--- src/rtl/lossless_jpeg_predictive_codec_core_macros.svh ---
// Assertion macros used by the top level of the predictive codec RTL.
`ifndef LOSSLESS_JPEG_PREDICTIVE_CODEC_CORE_MACROS_SVH
`define LOSSLESS_JPEG_PREDICTIVE_CODEC_CORE_MACROS_SVH
`ifndef ASSERT_OFF
// Property that must hold at every clock edge outside reset.
`define LJPC_ASSERT(lbl, clk, rstn, prop, msg) \
  lbl: assert property (@(posedge clk) disable iff (!rstn) (prop)) else $error(msg);
// Trigger in one cycle implies a consequence in the next.
`define LJPC_ASSERT_NEXT(lbl, clk, rstn, ante, cons, msg) \
  lbl: assert property (@(posedge clk) disable iff (!rstn) (ante) |=> (cons)) else $error(msg);
`else
`define LJPC_ASSERT(lbl, clk, rstn, prop, msg)
`define LJPC_ASSERT_NEXT(lbl, clk, rstn, ante, cons, msg)
`endif
`endif

--- src/rtl/ljpc_pkg.sv ---
// Shared types and constants of the lossless predictive codec.
package ljpc_pkg;

  localparam int SAMPLE_W    = 10;
  localparam int PIXEL_W     = 8;
  localparam int PRED_W      = 11;
  localparam int MODE_W      = 3;
  localparam int SHIFT_W     = 3;
  localparam int WIDTH_W     = 13;
  localparam int CFG_W       = 13;
  localparam int CFG_IDX_W   = 2;
  localparam int QUEUE_DEPTH = 4;

  localparam logic [WIDTH_W-1:0] WIDTH_RESET = 13'd4096;

  typedef logic signed [SAMPLE_W-1:0] sample_t;
  typedef logic [PIXEL_W-1:0]         pixel_t;
  typedef logic signed [PRED_W-1:0]   pred_t;
  typedef logic [SHIFT_W-1:0]         shift_t;
  typedef logic [WIDTH_W-1:0]         width_t;

  typedef enum logic [MODE_W-1:0] {
    PRED_MED        = 3'd0,
    PRED_LEFT       = 3'd1,
    PRED_ABOVE      = 3'd2,
    PRED_DIAG       = 3'd3,
    PRED_PLANE      = 3'd4,
    PRED_LEFT_GRAD  = 3'd5,
    PRED_ABOVE_GRAD = 3'd6,
    PRED_AVG        = 3'd7
  } pred_mode_e;

  typedef enum logic [CFG_IDX_W-1:0] {
    CFG_PRED_MODE   = 2'd0,
    CFG_QUANT_SHIFT = 2'd1,
    CFG_IMAGE_WIDTH = 2'd2,
    CFG_DIRECTION   = 2'd3
  } cfg_idx_e;

  typedef enum logic {
    DIR_ENCODE = 1'b0,
    DIR_DECODE = 1'b1
  } dir_e;

  // Position flags of one pixel, decided in the front end.
  typedef struct packed {
    logic first_row;
    logic col_zero;
    logic last;
  } item_flags_t;

endpackage

--- src/rtl/ljpc_front.sv ---
// Front end: accepts pixels, tracks row and column, classifies the position.
module ljpc_front #(
  parameter int MAX_WIDTH = 4096,
  parameter int CW        = 12
) (
  input  logic                  clk_i,
  input  logic                  rst_ni,
  input  ljpc_pkg::width_t      width_i,
  input  logic                  s_valid_i,
  input  ljpc_pkg::sample_t     s_sample_i,
  input  logic                  s_sof_i,
  output logic                  s_ready_o,
  input  logic                  q_full_i,
  output logic                  push_o,
  output ljpc_pkg::sample_t     sample_o,
  output logic [CW-1:0]         col_o,
  output ljpc_pkg::item_flags_t flags_o
);
  import ljpc_pkg::*;

  localparam int LW = (CW + 1 > WIDTH_W) ? CW + 1 : WIDTH_W;
  localparam logic [LW-1:0] MAX_W_L = LW'(MAX_WIDTH);

  logic [CW-1:0] count_q, count_d;
  logic          first_row_q, first_row_d;
  logic [LW-1:0] width_ext;
  logic [LW-1:0] wlast_ext;
  logic [CW-1:0] wlast;
  logic [CW-1:0] cnt;
  logic          fr;
  logic          last;

  // Clamp the configured width to 1..MAX_WIDTH and take its last column
  assign width_ext = LW'(width_i);
  always_comb begin
    if (width_ext == '0) begin
      wlast_ext = '0;
    end else if (width_ext > MAX_W_L) begin
      wlast_ext = MAX_W_L - LW'(1);
    end else begin
      wlast_ext = width_ext - LW'(1);
    end
  end
  assign wlast = wlast_ext[CW-1:0];

  // Classify the incoming pixel
  assign s_ready_o = !q_full_i;
  assign push_o    = s_valid_i && !q_full_i;
  assign cnt       = s_sof_i ? '0 : count_q;
  assign fr        = s_sof_i ? 1'b1 : first_row_q;
  assign last      = (cnt >= wlast);

  assign sample_o           = s_sample_i;
  assign col_o              = (cnt > wlast) ? wlast : cnt;
  assign flags_o.first_row  = fr;
  assign flags_o.col_zero   = (col_o == '0);
  assign flags_o.last       = last;

  // Advance the raster position on each accepted transaction
  always_comb begin
    count_d     = count_q;
    first_row_d = first_row_q;
    if (push_o) begin
      if (last) begin
        count_d     = '0;
        first_row_d = 1'b0;
      end else begin
        count_d     = cnt + CW'(1);
        first_row_d = fr;
      end
    end
  end

  always_ff @(posedge clk_i or negedge rst_ni) begin
    if (!rst_ni) begin
      count_q     <= '0;
      first_row_q <= 1'b1;
    end else begin
      count_q     <= count_d;
      first_row_q <= first_row_d;
    end
  end

endmodule

--- config.mk ---
export PLATFORM = sky130hd
export DESIGN_NAME = ljpc_front
export DESIGN_NICKNAME = d
export VERILOG_FILES = /design/src/rtl/lossless_jpeg_predictive_codec_core_macros.svh /design/src/rtl/ljpc_pkg.sv /design/src/rtl/ljpc_front.sv
export SDC_FILE = /design/constraint.sdc
export NUM_CORES = 1
export LEC_CHECK = 0
export ABC_CLOCK_PERIOD_IN_PS = 4510
export BUFFER_PORTS_ARGS = -buffer_cell sky130_fd_sc_hd__clkbuf_2
export CORE_UTILIZATION = 36
export DETAILED_ROUTE_END_ITERATION = 8
export PLACE_DENSITY = 0.69
export SLEW_MARGIN = 10
export SYNTH_ARGS = -nofsm -noshare
export SYNTH_HDL_FRONTEND = slang
export SYNTH_SLANG_ARGS = --single-unit
--- constraint.sdc ---
create_clock -name clk_i -period 4.51 [get_ports clk_i]
set_input_delay 0 -clock clk_i [delete_from_list [all_inputs] [get_ports clk_i]]
set_output_delay 0 -clock clk_i [all_outputs]
set_load 0.03 [all_outputs]
==> results.txt <==
M1 GR Usage: 0.2281
Worst Setup Start Kind: primary input
Max-Cap Viols: 0
CTS tree: built
register area share after synthesis: 0.1846
Inserted Clock Buffers: 3
f_max: 285.2 MHz
sequential cell area: 326.6 sq um
# nets final: 301
gr busiest metal: met2
DIE AREA: 5199 sq um
PortBufs: 34
first-pass detailed-route iteration total: 4
Die W: 72.11 um
# setup viols final: 0
Critical Path RT: 4670 ps
total track usage: 0.1790
RSZ-0062 raised after global routing: false
drt drc: 0
top cells by area, synth: dfrtp_1 17%, ha_1 9.9%, nand2_1 8.5%, mux2i_1 5.1%, buf_4 5.1%
Clock Sink Count: 13
Worst Max-Slew Pin Slew: 741.6 ps
cell taking the most area after synthesis: dfrtp_1
Die Y: 72.11 um
Routed Wire Length: 4.211 mm
vias in the first global route: 1688
Slew Viols, Final: 0
RD Place Congestion: 0.8284
Post-CTS Hold Buffers: 1
Worst path top cell family by delay: simple AND/OR/NAND/NOR gates
synth warn: 0
Max stage delay on crit path: 610 ps
initial antenna violation count: 0
count of flip-flops with a built-in enable after synthesis: 0
overall power: 0.3895 mW
total setup buffers inserted after CTS: 0
period utilisation layout: 0.7776
area delta synth->final: 9.052%
Starting Density: 0.3746
IO Count: 55
final hold viol count: 0
clock tree buffer depth: 2
worst-path maximum fanout: 12
Critical path buffers and inverters: 1
clk_lat worst skew: 250 ps
Cell Pwr Density: 201.9 nW/um^2
FP Rows: 25
Top FF cell, synth: dfrtp_1
root buf cell: clkbuf_8
Syn Nets: 280
register bit total from synthesis: 13
CP arrival: 3670 ps
Routed Antenna Nets: 0
grt ovf: 0
final setup skew: 1.441 ps
share of cells above drive strength 1: 0.1938
Async S/R FF share, synth: 1.000
DR vias/cell: 5.240
library cells used by synthesis: 49
top-area cell type share of the netlist area: 0.1697
WL/cell: 12.96 um
HPWL after DPL: 3.311 mm
Core Area: 4723 sq um
Worst Hold Class: primary input to output pin
Leak: 0.8984 nW
fillers: 499
CP max-delay cell: or4_1
H-tree depth: 1
Slew headroom: 0.5023
Setup crit end kind: register
first-pass GRT wire length: 7.458 mm
Post-Syn Area per Cell: 7.434 sq um
post-synthesis cell area: 1769 sq um
largest net degree at the start of global routing: 23
grt met2 use: 0.3115
post-CTS sizing: 0
CP cell instances: clkbuf_2 > or4_4 > nor3b_1 > nand2_1 > nor2_2 > o21a_1 > ha_1 > a21oi_1 > o21ai_0 > a221oi_1 > o21ai_1 > or4_1 > o211ai_1
Final min period: 3507 ps
setup TNS: 0 ps
diode count: 0
met3 Use GR: 0.01389
Multi-input gate area: 1230 sq um
worst vdd ir: 0.2060 mV
WS Path Type: primary input to register
starting DRC count in detailed routing: 60
clock-pin slew on the worst setup and hold paths: 60 ps
Cells after Synth: 238
status: completed
Vias: 1703
-- area by class of cell --
type / instances / area share
flip-flops and latches: 13 / 0.1693
multi-input cells: 190 / 0.6375
well taps: 67 / 0.04345
clock buffers: 4 / 0.02335
inverters: 15 / 0.02918
repair buffers: 36 / 0.09728
-- sequential cells by signal, summed over array words and instances, names as in the netlist --
signal and count:
count_q 12, first_row_q 1
-- worst paths after layout --
| path | from | slack [ps] | endpoint | depth (start not counted) |
|---|---|---|---|---|
| setup / recovery | width_i[2] | 1000 | count_q[9] | 13 |
| setup reg to reg | count_q[7] | 1700 | count_q[9] | 8 |
| hold / removal | s_sample_i[7] | 0.01 | sample_o[7] | 0 |
| min in group asynchronous | rst_ni | 180 | count_q[11] | 2 |
| hold reg to reg | first_row_q | 520 | first_row_q | 2 |
| max in group asynchronous | rst_ni | 4040 | first_row_q | 2 |
-- per-layer routing --
metal | share of wire | wire [um] | vias to the layer above
met5 | 0 | 0 | -
met4 | 0.018 | 77 | 0
met3 | 0.033 | 137 | 7
met2 | 0.46 | 1956 | 41
met1 | 0.48 | 2040 | 772
li1 | - | - | 883
-- layout by cell type (no fill, tap or decap), drive strengths merged, types with 2 or more instances in the layout --
master,instances
a21o,5
a21oi,16
and2,3
and3,3
and4,3
clkbuf,38
dfrtp,12
ha,14
inv,15
mux2i,9
nand2,40
nand2b,3
nand3,6
nand4,4
nor2,17
nor2b,6
nor3,5
nor3b,2
nor4,5
o211ai,5
o21a,3
o21ai,11
o31ai,3
o41ai,2
or4,7
xnor2,5
xor2,3
-- metrics by stage --
stage / instances / utilization / setup WS [ps] / hold slack [ps] / instance area, sq um
floorplan: 238 / - / 1057 / -295.6 / 1769
detailed placement: 320 / 0.3968 / 602.7 / -82.15 / 1874
CTS: 325 / 0.4085 / 777.8 / 0.2048 / 1929
finish: 325 / 0.4085 / 1003 / 0.009614 / 1929
global placement: 320 / 0.3968 / 636.3 / -84.06 / 1874
global route: 325 / 0.4085 / 677.0 / 0.04774 / 1929
-- synthesized netlist by cell type (2+ instances only) --
cell type and count:
a21o_1 3, a21o_2 2, a21oi_1 15, and2_1 3
and4_1 2, buf_4 12, clkbuf_1 6, dfrtp_1 12
ha_1 14, inv_1 15, mux2i_1 9, nand2_1 40
nand2b_1 3, nand3_1 6, nand4_1 4, nor2_1 16
nor2b_1 6, nor3_1 5, nor3b_1 2, nor4_1 5
o211ai_1 5, o21a_1 3, o21ai_0 10, o31ai_1 3
o41ai_1 2, or4_1 6, xnor2_1 5, xor2_1 3
-- worst reg2reg max path: cells and delay by family (launching register included) --
kind | cells | cell delay, ps
AO/OA/AOI/OAI | 5 | 1080
flip-flops | 1 | 440
AND/OR/NAND/NOR | 2 | 900
adder cells (fa/ha/maj) | 1 | 300
-- logic make-up after synthesis --
group                      after synthesis  share of synthesized area
muxes                                   10                    0.05729
DFF                                     13                     0.1846
adders and majority gates               15                     0.1047
and+or+nand+nor                        108                     0.3161
buffers and inverters                   35                     0.1202
AOI/OAI and AO/OA                       49                     0.1775
xor gates and xnor gates                 8                    0.03961
-- where the power goes --
| group | leakage, nW | switching (mW) | total (mW) | internal (mW) |
|---|---|---|---|---|
| logic | 0.710 | 0.0864 | 0.138 | 0.0514 |
| clock network | 0.0228 | 0.0453 | 0.108 | 0.0626 |
| registers | 0.166 | 0.0162 | 0.144 | 0.128 |
Note: power is estimated with default switching activity, not from simulation.
