$ cat config.mk
export PLATFORM = sky130hd
export DESIGN_NAME = ljpc_queue
export DESIGN_NICKNAME = d
export VERILOG_FILES = /design/src/rtl/lossless_jpeg_predictive_codec_core_macros.svh /design/src/rtl/ljpc_queue.sv
export SDC_FILE = /design/constraint.sdc
export NUM_CORES = 1
export LEC_CHECK = 0
export BUFFER_PORTS_ARGS = -buffer_cell sky130_fd_sc_hd__buf_2
export CAP_MARGIN = 20
export CELL_PAD_IN_SITES_DETAIL_PLACEMENT = 0
export CELL_PAD_IN_SITES_GLOBAL_PLACEMENT = 1
export CORE_MARGIN = 10
export CORE_UTILIZATION = 45
export DETAILED_ROUTE_END_ITERATION = 10
export PLACE_DENSITY_LB_ADDON = 0.08
export RECOVER_POWER = 25
export SYNTH_ARGS = -nofsm -noshare
export SYNTH_HDL_FRONTEND = slang
export SYNTH_SLANG_ARGS = --single-unit
$ cat constraint.sdc
create_clock -name clk_i -period 2.05 [get_ports clk_i]
set_input_delay 0.205 -clock clk_i [delete_from_list [all_inputs] [get_ports clk_i]]
set_output_delay 0.205 -clock clk_i [all_outputs]
set_load 0.01 [all_outputs]
$ cat src/rtl/lossless_jpeg_predictive_codec_core_macros.svh
// Assertion macros used by the top level of the predictive codec RTL.
`ifndef LOSSLESS_JPEG_PREDICTIVE_CODEC_CORE_MACROS_SVH
`define LOSSLESS_JPEG_PREDICTIVE_CODEC_CORE_MACROS_SVH
`ifndef ASSERT_OFF
// Property that must hold at every clock edge outside reset.
`define LJPC_ASSERT(lbl, clk, rstn, prop, msg) \
  lbl: assert property (@(posedge clk) disable iff (!rstn) (prop)) else $error(msg);
// Trigger in one cycle implies a consequence in the next.
`define LJPC_ASSERT_NEXT(lbl, clk, rstn, ante, cons, msg) \
  lbl: assert property (@(posedge clk) disable iff (!rstn) (ante) |=> (cons)) else $error(msg);
`else
`define LJPC_ASSERT(lbl, clk, rstn, prop, msg)
`define LJPC_ASSERT_NEXT(lbl, clk, rstn, ante, cons, msg)
`endif
`endif

$ cat src/rtl/ljpc_queue.sv
// Small register queue between the front end and the back end.
module ljpc_queue #(
  parameter int DW    = 26,
  parameter int DEPTH = 4
) (
  input  logic          clk_i,
  input  logic          rst_ni,
  input  logic          push_i,
  input  logic [DW-1:0] push_data_i,
  output logic          full_o,
  input  logic          pop_i,
  output logic          valid_o,
  output logic [DW-1:0] head_o
);
  localparam int PW = (DEPTH > 1) ? $clog2(DEPTH) : 1;
  localparam int NW = $clog2(DEPTH + 1);

  logic [DW-1:0] mem_q [DEPTH];
  logic [PW-1:0] wptr_q, rptr_q;
  logic [NW-1:0] count_q;

  assign valid_o = (count_q != '0);
  assign full_o  = (count_q == NW'(DEPTH));
  assign head_o  = mem_q[rptr_q];

  // Store entries
  always_ff @(posedge clk_i) begin
    if (push_i) begin
      mem_q[wptr_q] <= push_data_i;
    end
  end

  // Advance pointers and fill count
  always_ff @(posedge clk_i or negedge rst_ni) begin
    if (!rst_ni) begin
      wptr_q  <= '0;
      rptr_q  <= '0;
      count_q <= '0;
    end else begin
      if (push_i) begin
        wptr_q <= (wptr_q == PW'(DEPTH - 1)) ? '0 : wptr_q + PW'(1);
      end
      if (pop_i) begin
        rptr_q <= (rptr_q == PW'(DEPTH - 1)) ? '0 : rptr_q + PW'(1);
      end
      if (push_i && !pop_i) begin
        count_q <= count_q + NW'(1);
      end else if (pop_i && !push_i) begin
        count_q <= count_q - NW'(1);
      end
    end
  end

endmodule

==> reports/qor.txt, run 1 <==
==================================================================================================
WL per Instance                                                                            21.0 µm
Post-synthesis instance total                                                                  173
Mean post-synth cell area                                                                 24.4 µm²
Total count of hold-check failures in the final report                                           0
CTS tree                                                                                     built
Leakage dissipation                                                                        1.67 nW
Setup Total Neg Slack                                                                         0 ns
Final critical path time including I/O delays and setup                                    1.93 ns
Number of antenna violations at the first check in global routing                                0
Startpoint of the most critical register-to-register path                             wptr_q[0]$_DFFE_PN0P_
Switching Fraction                                                                           0.297
Yosys Warn Count                                                                                 0
Share of power burned in registers                                                           0.490
Clock Latency Late Sink                                                                    0.36 ns
Number of diodes added for antenna fixing                                                        0
Synthesized area                                                                          4220 µm²
Data arrival time of the critical path                                                     1.72 ns
Cell type group with the largest total delay on the critical path                     multiplexers
First-pass GRT wire length                                                                 11.3 mm
Sequential cell area fraction in the yosys report                                            0.782
Antenna-violating nets left                                                                      0
Worst VDD drop                                                                            0.553 mV
Setup CP Type                                                                         register to primary output
Largest stage delay, worst path                                                            0.56 ns
Power share of the clock group                                                               0.184
Core outline area                                                                         9200 µm²
Ratio of cells with drive above 1 in the final layout                                        0.325
Critical path capture point type                                                      primary output
Area of the die                                                                         13,600 µm²
Maximum number of pins on one net before global-route repair                                    27
Post-route fraction of the period consumed by the critical path                              0.939
Nets                                                                                           281
Main synth FF type                                                                    sky130_fd_sc_hd__edfxtp_1
Max-Cap Viols                                                                                    0
Hold-critical path endpoint                                                           mem_q[0][12]$_DFFE_PP_
WHS Path Cells                                                                                   1
Critical Path Source Type                                                                 register
Ordered list of cells on the worst path                                               buf_12 > mux4_1 > buf_2
Clock Skew                                                                              0.00687 ns
Routability congestion estimate                                                              0.650
Final number of setup-violating endpoints                                                        0
Clock sink count                                                                               111
Port Buf Inserts                                                                                57
Clock transition time at the flip-flop clock pins of the worst setup and hold paths        0.09 ns
Sum of buffers and inverters on the critical path                                                2
Share of synthesized flip-flops with an asynchronous set or reset                           0.0631
Number of core rows                                                                             35
Fmax achieved                                                                              519 MHz
Number of cell instances on the worst register-to-register path                                  3
Iteration count of the initial detailed-routing pass                                             2
Fin util                                                                                     0.529
Slowest-stage cell, CP                                                                sky130_fd_sc_hd__mux4_1
Worst min-delay path startpoint                                                       push_data_i[12]
Final Max Slew Viols                                                                             0
Instance area after placement                                                             4680 µm²
R2r setup slk                                                                              0.62 ns
Syn-to-layout area delta                                                                     15.3%
Via count                                                                                    1,906
Root buffer cell                                                                      sky130_fd_sc_hd__clkbuf_8
Residual overflow from global routing                                                            0
Number of top-level design ports                                                                58
Die span in y                                                                               117 µm
Routed via count divided by cell count                                                        5.29
Number of synthesized flops with an enable pin                                                 104
Finished Cell Area                                                                        4860 µm²
DRC violations left                                                                              0
Synth Register Bits                                                                            111
Transition time at the pin with the least slew margin                                     0.416 ns
Int Pwr                                                                                    4.39 mW
Status                                                                                finished, final reports clean
Path type of the worst min-delay path                                                 primary input to register
Post-CTS resize count                                                                            0
Unrepaired setup endpoints after global routing                                              false
Distinct cell type count of the synthesized netlist                                             20
Slew headroom                                                                                0.723
Combinational Power Share                                                                    0.326
H-Tree Level Count                                                                               3
CP required                                                                                1.85 ns
Cell Pwr Density                                                                       1280 nW/µm²
Number of DRC markers in iteration 0                                                            73
Longest Clk Path Bufs                                                                            2
End of the worst register-to-register path                                            mem_q[3][14]$_DFFE_PP_
Total power                                                                                6.25 mW
Aggregate routed wire length                                                               7.57 mm
Via count of the first global-routing pass                                                   2,161
Chip width                                                                                  117 µm
Combined global-route utilization of all metal layers                                        0.114
Mapped Nets                                                                                    210
Crit path max fanout                                                                            13
Dpl hpwl                                                                                   4.91 mm
Effective utilization at floorplan                                                           0.459
Power dissipated by switching net loads                                                    1.86 mW
Number of buffers created by CTS                                                                 9
==================================================================================================
-- how the worst max path moves through the flow --
stage                                     start               endpoint  slack [ns]  cells after the start
after global routing      rptr_q[0]$_DFFE_PN0P_             head_o[18]        0.03                      3
after detailed placement  rptr_q[0]$_DFFE_PN0P_              head_o[8]        0.46                      3
after global placement    rptr_q[0]$_DFFE_PN0P_             head_o[21]        0.47                      3
final                     rptr_q[0]$_DFFE_PN0P_              head_o[8]        0.12                      3
after floorplan           wptr_q[0]$_DFFE_PN0P_  mem_q[2][0]$_DFFE_PP_        0.39                      3
after CTS                 rptr_q[0]$_DFFE_PN0P_              head_o[8]        0.05                      3
-- per-stage QoR --
stage	setup WS, ns	std cells	hold WS [ns]
6_report	0.125	360	0.0662
3_3_place_gp	0.471	342	0.0507
5_1_grt	0.0272	360	0.0455
3_5_place_dp	0.458	342	0.0567
2_1_floorplan	0.388	173	-0.0906
4_1_cts	0.0500	359	0.0321
-- cell usage after synthesis (2+ instances only) --
master	n	area, µm²
sky130_fd_sc_hd__ha_1	6	75.1
sky130_fd_sc_hd__dfrtp_1	7	175
sky130_fd_sc_hd__buf_12	2	40.0
sky130_fd_sc_hd__mux4_2	18	405
sky130_fd_sc_hd__buf_2	3	15.0
sky130_fd_sc_hd__xor2_1	2	17.5
sky130_fd_sc_hd__o21ai_0	2	10.0
sky130_fd_sc_hd__inv_1	5	18.8
sky130_fd_sc_hd__and2_1	4	25.0
sky130_fd_sc_hd__nor2_1	2	7.51
sky130_fd_sc_hd__mux2_2	3	33.8
sky130_fd_sc_hd__edfxtp_1	104	3120
sky130_fd_sc_hd__mux4_1	8	210
-- per-layer routing --
layer / routed length [µm] / track usage / vias to the layer above
met5: 0 / 0 / -
met4: 87 / 0.0470 / 0
met3: 435 / 0.0387 / 7
met2: 4190 / 0.208 / 39
met1: 2860 / 0.117 / 996
li1: - / - / 864
-- state kept, by name (all words and copies together), names as in the netlist --
register	count
mem_q	104
wptr_q	2
rptr_q	2
count_q	3
-- kinds of logic (layout without fill, tap and decap cells) --
| logic type | Yosys count | count (layout) | share of synthesized area |
|---|---|---|---|
| xor+xnor | 3 | 3 | 0.00623 |
| simple gates | 10 | 10 | 0.0130 |
| compound gates | 2 | 2 | 0.00237 |
| flops | 111 | 111 | 0.782 |
| fa+ha+maj | 7 | 7 | 0.0225 |
| mux | 29 | 29 | 0.154 |
| buf+inv | 11 | 87 | 0.0202 |
-- placed cells by master, fill, tap and decap left out --
master,count
sky130_fd_sc_hd__nor2_1,2
sky130_fd_sc_hd__buf_12,4
sky130_fd_sc_hd__xnor2_1,1
sky130_fd_sc_hd__nor3b_1,1
sky130_fd_sc_hd__clkbuf_8,9
sky130_fd_sc_hd__mux4_1,8
sky130_fd_sc_hd__edfxtp_1,104
sky130_fd_sc_hd__mux2_2,3
sky130_fd_sc_hd__and2_1,4
sky130_fd_sc_hd__inv_1,5
sky130_fd_sc_hd__nand3_1,1
sky130_fd_sc_hd__clkinvlp_4,1
sky130_fd_sc_hd__ha_1,6
sky130_fd_sc_hd__buf_2,37
sky130_fd_sc_hd__nand2_1,1
sky130_fd_sc_hd__inv_6,2
sky130_fd_sc_hd__dfrtp_1,6
sky130_fd_sc_hd__mux4_2,18
sky130_fd_sc_hd__fa_1,1
sky130_fd_sc_hd__buf_4,3
sky130_fd_sc_hd__xor2_1,2
sky130_fd_sc_hd__o21ai_0,2
sky130_fd_sc_hd__or3_1,1
sky130_fd_sc_hd__clkbuf_16,1
sky130_fd_sc_hd__clkinv_4,2
sky130_fd_sc_hd__dfrtp_2,1
sky130_fd_sc_hd__clkbuf_1,22
sky130_fd_sc_hd__dlygate4sd3_1,1
-- what timing repair did --
action | in CTS | in global routing
setup buffers | 0 | 0
endpoints found under the setup margin | 0 | 4
hold buffers | 1 | 0
endpoints found under the hold margin | 7 | 0
-- layout make-up --
class / count / area, µm²
sequential: 111 / 3300
multi-input combinational: 51 / 836
clock buffer: 11 / 131
timing repair buffer: 66 / 398
clock inverter: 5 / 42.5
tap: 111 / 139
fill: 728 / 4330
inverter: 5 / 18.8
-- power groups by stage --
stage | logic [mW] | registers, mW | clock network (mW)
after CTS | 2.06 | 3.06 | 1.20
final | 2.04 | 3.06 | 1.15
after detailed placement | 2.05 | 3.11 | 0
after floorplan | 1.37 | 3.06 | 0
after global routing | 2.22 | 3.10 | 1.31
after global placement | 1.99 | 3.08 | 0
Power figures use the tool's default switching activity.
==> inputs of run 2 (changes only) <==
--- a/config.mk
+++ b/config.mk
@@ -5,6 +5,7 @@
 export SDC_FILE = /design/constraint.sdc
 export NUM_CORES = 1
 export LEC_CHECK = 0
+export ABC_AREA = 1
 export BUFFER_PORTS_ARGS = -buffer_cell sky130_fd_sc_hd__buf_2
 export CAP_MARGIN = 20
 export CELL_PAD_IN_SITES_DETAIL_PLACEMENT = 0
@@ -17,3 +18,4 @@
 export SYNTH_ARGS = -nofsm -noshare
 export SYNTH_HDL_FRONTEND = slang
 export SYNTH_SLANG_ARGS = --single-unit
+export TNS_END_PERCENT = 50
==> reports/qor.txt, run 2 <==
==================================================================================================
Via count                                                                                    2,681   +41%
Multi-input logic area                                                                     967 µm²   +16%
Share of synthesized cell area in full adder, half adder and majority cells                 0.0205   -0.00203
Yosys top cell area share                                                                    0.674   -0.0667
Dpl hpwl                                                                                   5.46 mm   +11%
Int Pwr                                                                                    4.37 mW   -0.52%
Maximum number of pins on one net before global-route repair                                    63   +130%
Number of filler cells placed in the layout                                                    872   +20%
Flip-flop count of the largest register after layout                                           104   unchanged
Slew headroom                                                                                0.736   +0.0133
Largest register by flop count                                                               mem_q
Ordered list of cells on the worst path                                               buf_4 > o211ai_1 > nand2_1 > buf_2
Total power                                                                                6.75 mW   +8.0%
Via count of the first global-routing pass                                                   2,699   +25%
Mean post-synth cell area                                                                 13.1 µm²   -46%
Biggest regs                                                                          mem_q x104, count_q x3
Setup CP Type                                                                         register to primary output
Crit path max fanout                                                                            21   +8
Combinational Power Share                                                                    0.349   +0.023
Mapped Nets                                                                                    392   +87%
Post-route fraction of the period consumed by the critical path                              0.904   -0.0349
Fmax achieved                                                                              540 MHz   +3.9%
Startpoint of the most critical register-to-register path                             wptr_q[1]$_DFFE_PN0P_
Post-synthesis instance total                                                                  355   +110%
Number of synthesized flops with an enable pin                                                 104   unchanged
Leakage dissipation                                                                        2.17 nW   +29%
Effective utilization at floorplan                                                           0.468   +0.00915
First-pass GRT wire length                                                                 13.9 mm   +23%
Port Buf Inserts                                                                                57   unchanged
Number of antenna violations at the first check in global routing                                0   unchanged
Root buffer cell                                                                      sky130_fd_sc_hd__clkbuf_8
Clock Skew                                                                               0.0100 ns   +0.00316 ns
Syn-to-layout area delta                                                                     13.2%
Distinct cell type count of the synthesized netlist                                             21   +5.0%
Clock Latency Late Sink                                                                    0.36 ns   about the same
Largest family of logic cells by synthesized area                                     compound AO/OA/AOI/OAI gates
Worst VDD drop                                                                            0.481 mV   -13%
Unrepaired setup endpoints after global routing                                              false
Synthesized area                                                                          4640 µm²   +9.9%
Sequential cell area fraction in the yosys report                                            0.711   -0.0705
Nets                                                                                           455   +62%
Total count of hold-check failures in the final report                                           0   unchanged
Number of core rows                                                                             36   +2.9%
Path type of the worst min-delay path                                                 primary input to register
Iteration count of the initial detailed-routing pass                                             4   +2
Setup Total Neg Slack                                                                         0 ns   unchanged
Critical path capture point type                                                      primary output
Final critical path time including I/O delays and setup                                    1.85 ns   -0.0716 ns
Power dissipated by switching net loads                                                    2.38 mW   +28%
Cell Pwr Density                                                                       1290 nW/µm²   about the same
Routed via count divided by cell count                                                        4.83   -8.8%
Switching Fraction                                                                           0.353   +0.0555
Area of the die                                                                         14,800 µm²   +8.2%
Core outline area                                                                         9910 µm²   +7.8%
Library cell occupying the most area in the post-synthesis netlist                    sky130_fd_sc_hd__edfxtp_1
Share of synthesized flip-flops with an asynchronous set or reset                           0.0631   unchanged
Main area contributors after synthesis                                                sky130_fd_sc_hd__edfxtp_1, sky130_fd_sc_hd__nand2_1, sky130_fd_sc_hd__o211ai_1
Antenna-violating nets left                                                                      0   unchanged
Synth Area in XOR/XNOR                                                                     0.00189   -0.00434
Largest stage delay, worst path                                                            0.55 ns   about the same
CP required                                                                                1.85 ns   about the same
Combined global-route utilization of all metal layers                                        0.119   +0.00488
Data arrival time of the critical path                                                     1.65 ns   -0.07 ns
H-Tree Level Count                                                                               3   unchanged
Status                                                                                finished, final reports clean
Compound-gate portion of the synthesized area                                                0.106   +0.103
Aggregate routed wire length                                                               8.42 mm   +11%
Slowest-stage cell, CP                                                                sky130_fd_sc_hd__dfrtp_1
Clock transition time at the flip-flop clock pins of the worst setup and hold paths        0.10 ns   about the same
Sum of buffers and inverters on the critical path                                                2   unchanged
CTS tree                                                                                     built
Final Max Slew Viols                                                                             0   unchanged
Number of diodes added for antenna fixing                                                        0   unchanged
Fraction of synthesized area in multiplexers                                                     0   -0.154
Critical Path Source Type                                                                 register
Synth Area in Simple Gates                                                                  0.0804   +0.0674
Residual overflow from global routing                                                            0   unchanged
Most used standard cell by instance count after synthesis                             sky130_fd_sc_hd__edfxtp_1
Synth Register Bits                                                                            111   unchanged
Number of DRC markers in iteration 0                                                           127   +74%
Cell type group with the largest total delay on the critical path                       flip-flops
Yosys Warn Count                                                                                 0   unchanged
Longest Clk Path Bufs                                                                            2   unchanged
Number of buffers created by CTS                                                                 9   unchanged
Final number of setup-violating endpoints                                                        0   unchanged
Ratio of cells with drive above 1 in the final layout                                        0.187   -0.138
Leading cell type in the layout, fill and taps excluded                               sky130_fd_sc_hd__edfxtp_1
Worst min-delay path startpoint                                                       push_data_i[24]
DRC violations left                                                                              0   unchanged
Power share of the clock group                                                               0.190   +0.006
Chip width                                                                                  122 µm   +4.0%
Top cell types by occurrence after synthesis                                          sky130_fd_sc_hd__edfxtp_1, sky130_fd_sc_hd__nand2_1, sky130_fd_sc_hd__inv_1, sky130_fd_sc_hd__o211ai_1, sky130_fd_sc_hd__o211ai_2
Clock sink count                                                                               111   unchanged
Launch point of the critical path                                                     rptr_q[1]$_DFFE_PN0P_
Main synth FF type                                                                    sky130_fd_sc_hd__edfxtp_1
Routability congestion estimate                                                              0.722   +11%
Transition time at the pin with the least slew margin                                     0.396 ns   -0.0199 ns
Number of setup buffers added after CTS                                                          0   unchanged
Share of power burned in registers                                                           0.462   -0.028
Commonest cells after routing, fill and taps aside                                    sky130_fd_sc_hd__edfxtp_1, sky130_fd_sc_hd__nand2_1, sky130_fd_sc_hd__inv_1, sky130_fd_sc_hd__buf_2, sky130_fd_sc_hd__o211ai_1
Max-Cap Viols                                                                                    0   unchanged
Footprint of the flip-flops and latches                                                   3300 µm²   about the same
WL per Instance                                                                            15.2 µm   -28%
Number of top-level design ports                                                                58   unchanged
Die span in y                                                                               122 µm   +4.0%
==================================================================================================
-- run 2: changes by cell type after synthesis, moves of 3 or more --
| cell | change |
|---|---|
| sky130_fd_sc_hd__and2_1 | -4 |
| sky130_fd_sc_hd__mux4_2 | -18 |
| sky130_fd_sc_hd__buf_4 | +3 |
| sky130_fd_sc_hd__mux4_1 | -8 |
| sky130_fd_sc_hd__mux2_2 | -3 |
| sky130_fd_sc_hd__nand2_1 | +92 |
| sky130_fd_sc_hd__buf_6 | +5 |
| sky130_fd_sc_hd__o211ai_1 | +37 |
| sky130_fd_sc_hd__o211ai_2 | +15 |
| sky130_fd_sc_hd__buf_2 | +4 |
| sky130_fd_sc_hd__inv_1 | +58 |
-- run 2: through the flow --
stage / cell area (µm²) / instances / hold WS, ns / utilization / worst slack, ns
CTS: 5270 / 555 / 0.0382 / 0.532 / 0.0772
global placement: 5060 / 539 / 0.0543 / 0.511 / 0.495
detailed placement: 5060 / 539 / 0.0540 / 0.511 / 0.487
finish: 5250 / 555 / 0.0800 / 0.530 / 0.197
global route: 5250 / 555 / 0.0557 / 0.530 / 0.0172
floorplan: 4640 / 355 / -0.0906 / - / 0.498
-- run 2: cell families after synthesis --
| group | Yosys count |
|---|---|
| adder cells (fa/ha/maj) | 7 |
| AO/OA/AOI/OAI | 57 |
| XOR/XNOR | 1 |
| flip-flops | 111 |
| buffers and inverters | 81 |
| AND/OR/NAND/NOR | 98 |
-- run 2: final timing paths --
check,cells past startpoint,end,slack [ns]
max in group asynchronous,2,rptr_q[0]$_DFFE_PN0P_,1.68
worst max register to register,5,mem_q[1][24]$_DFFE_PP_,0.53
worst min register to register,2,count_q[2]$_DFFE_PN0P_,0.48
worst max-delay path,4,head_o[16],0.20
worst min-delay path,1,mem_q[3][24]$_DFFE_PP_,0.08
min in group asynchronous,2,count_q[2]$_DFFE_PN0P_,0.20
-- run 2: per-layer routing --
metal / global-route usage / share of wire / vias to the layer above
li1: - / - / 1341
met1: 0.153 / 0.47 / 1282
met2: 0.188 / 0.46 / 48
met3: 0.0321 / 0.049 / 10
met4: 0.0492 / 0.017 / 0
met5: 0 / 0 / -
-- run 2: layout make-up --
type,count,share of cell area
timing repair buffer,68,0.0715
inverter,65,0.0472
clock inverter,6,0.0136
clock buffer,9,0.0236
sequential,111,0.628
multi-input combinational,163,0.184
tap,133,0.0317
-- run 2: worst reg2reg max path: cells and delay by family, from the launching register on --
kind	cells	cell delay [ns]
simple gates	1	0.06
fa+ha+maj	1	0.15
buf+inv	3	0.60
flops	1	0.41
-- run 2: timing repair --
item | in CTS | in global routing
gates resized for setup | 0 | 1
hold endpoints to repair | 7 | 0
hold buffers | 1 | 0
endpoints found under the setup margin | 0 | 11
-- run 2: power groups by stage --
stage | Clock, mW | Combinational [mW] | Sequential, mW
2_1_floorplan | 0 | 1.66 | 3.13
3_3_place_gp | 0 | 2.40 | 3.17
3_5_place_dp | 0 | 2.42 | 3.17
4_1_cts | 1.32 | 2.43 | 3.12
5_1_grt | 1.41 | 2.68 | 3.17
6_report | 1.28 | 2.35 | 3.12
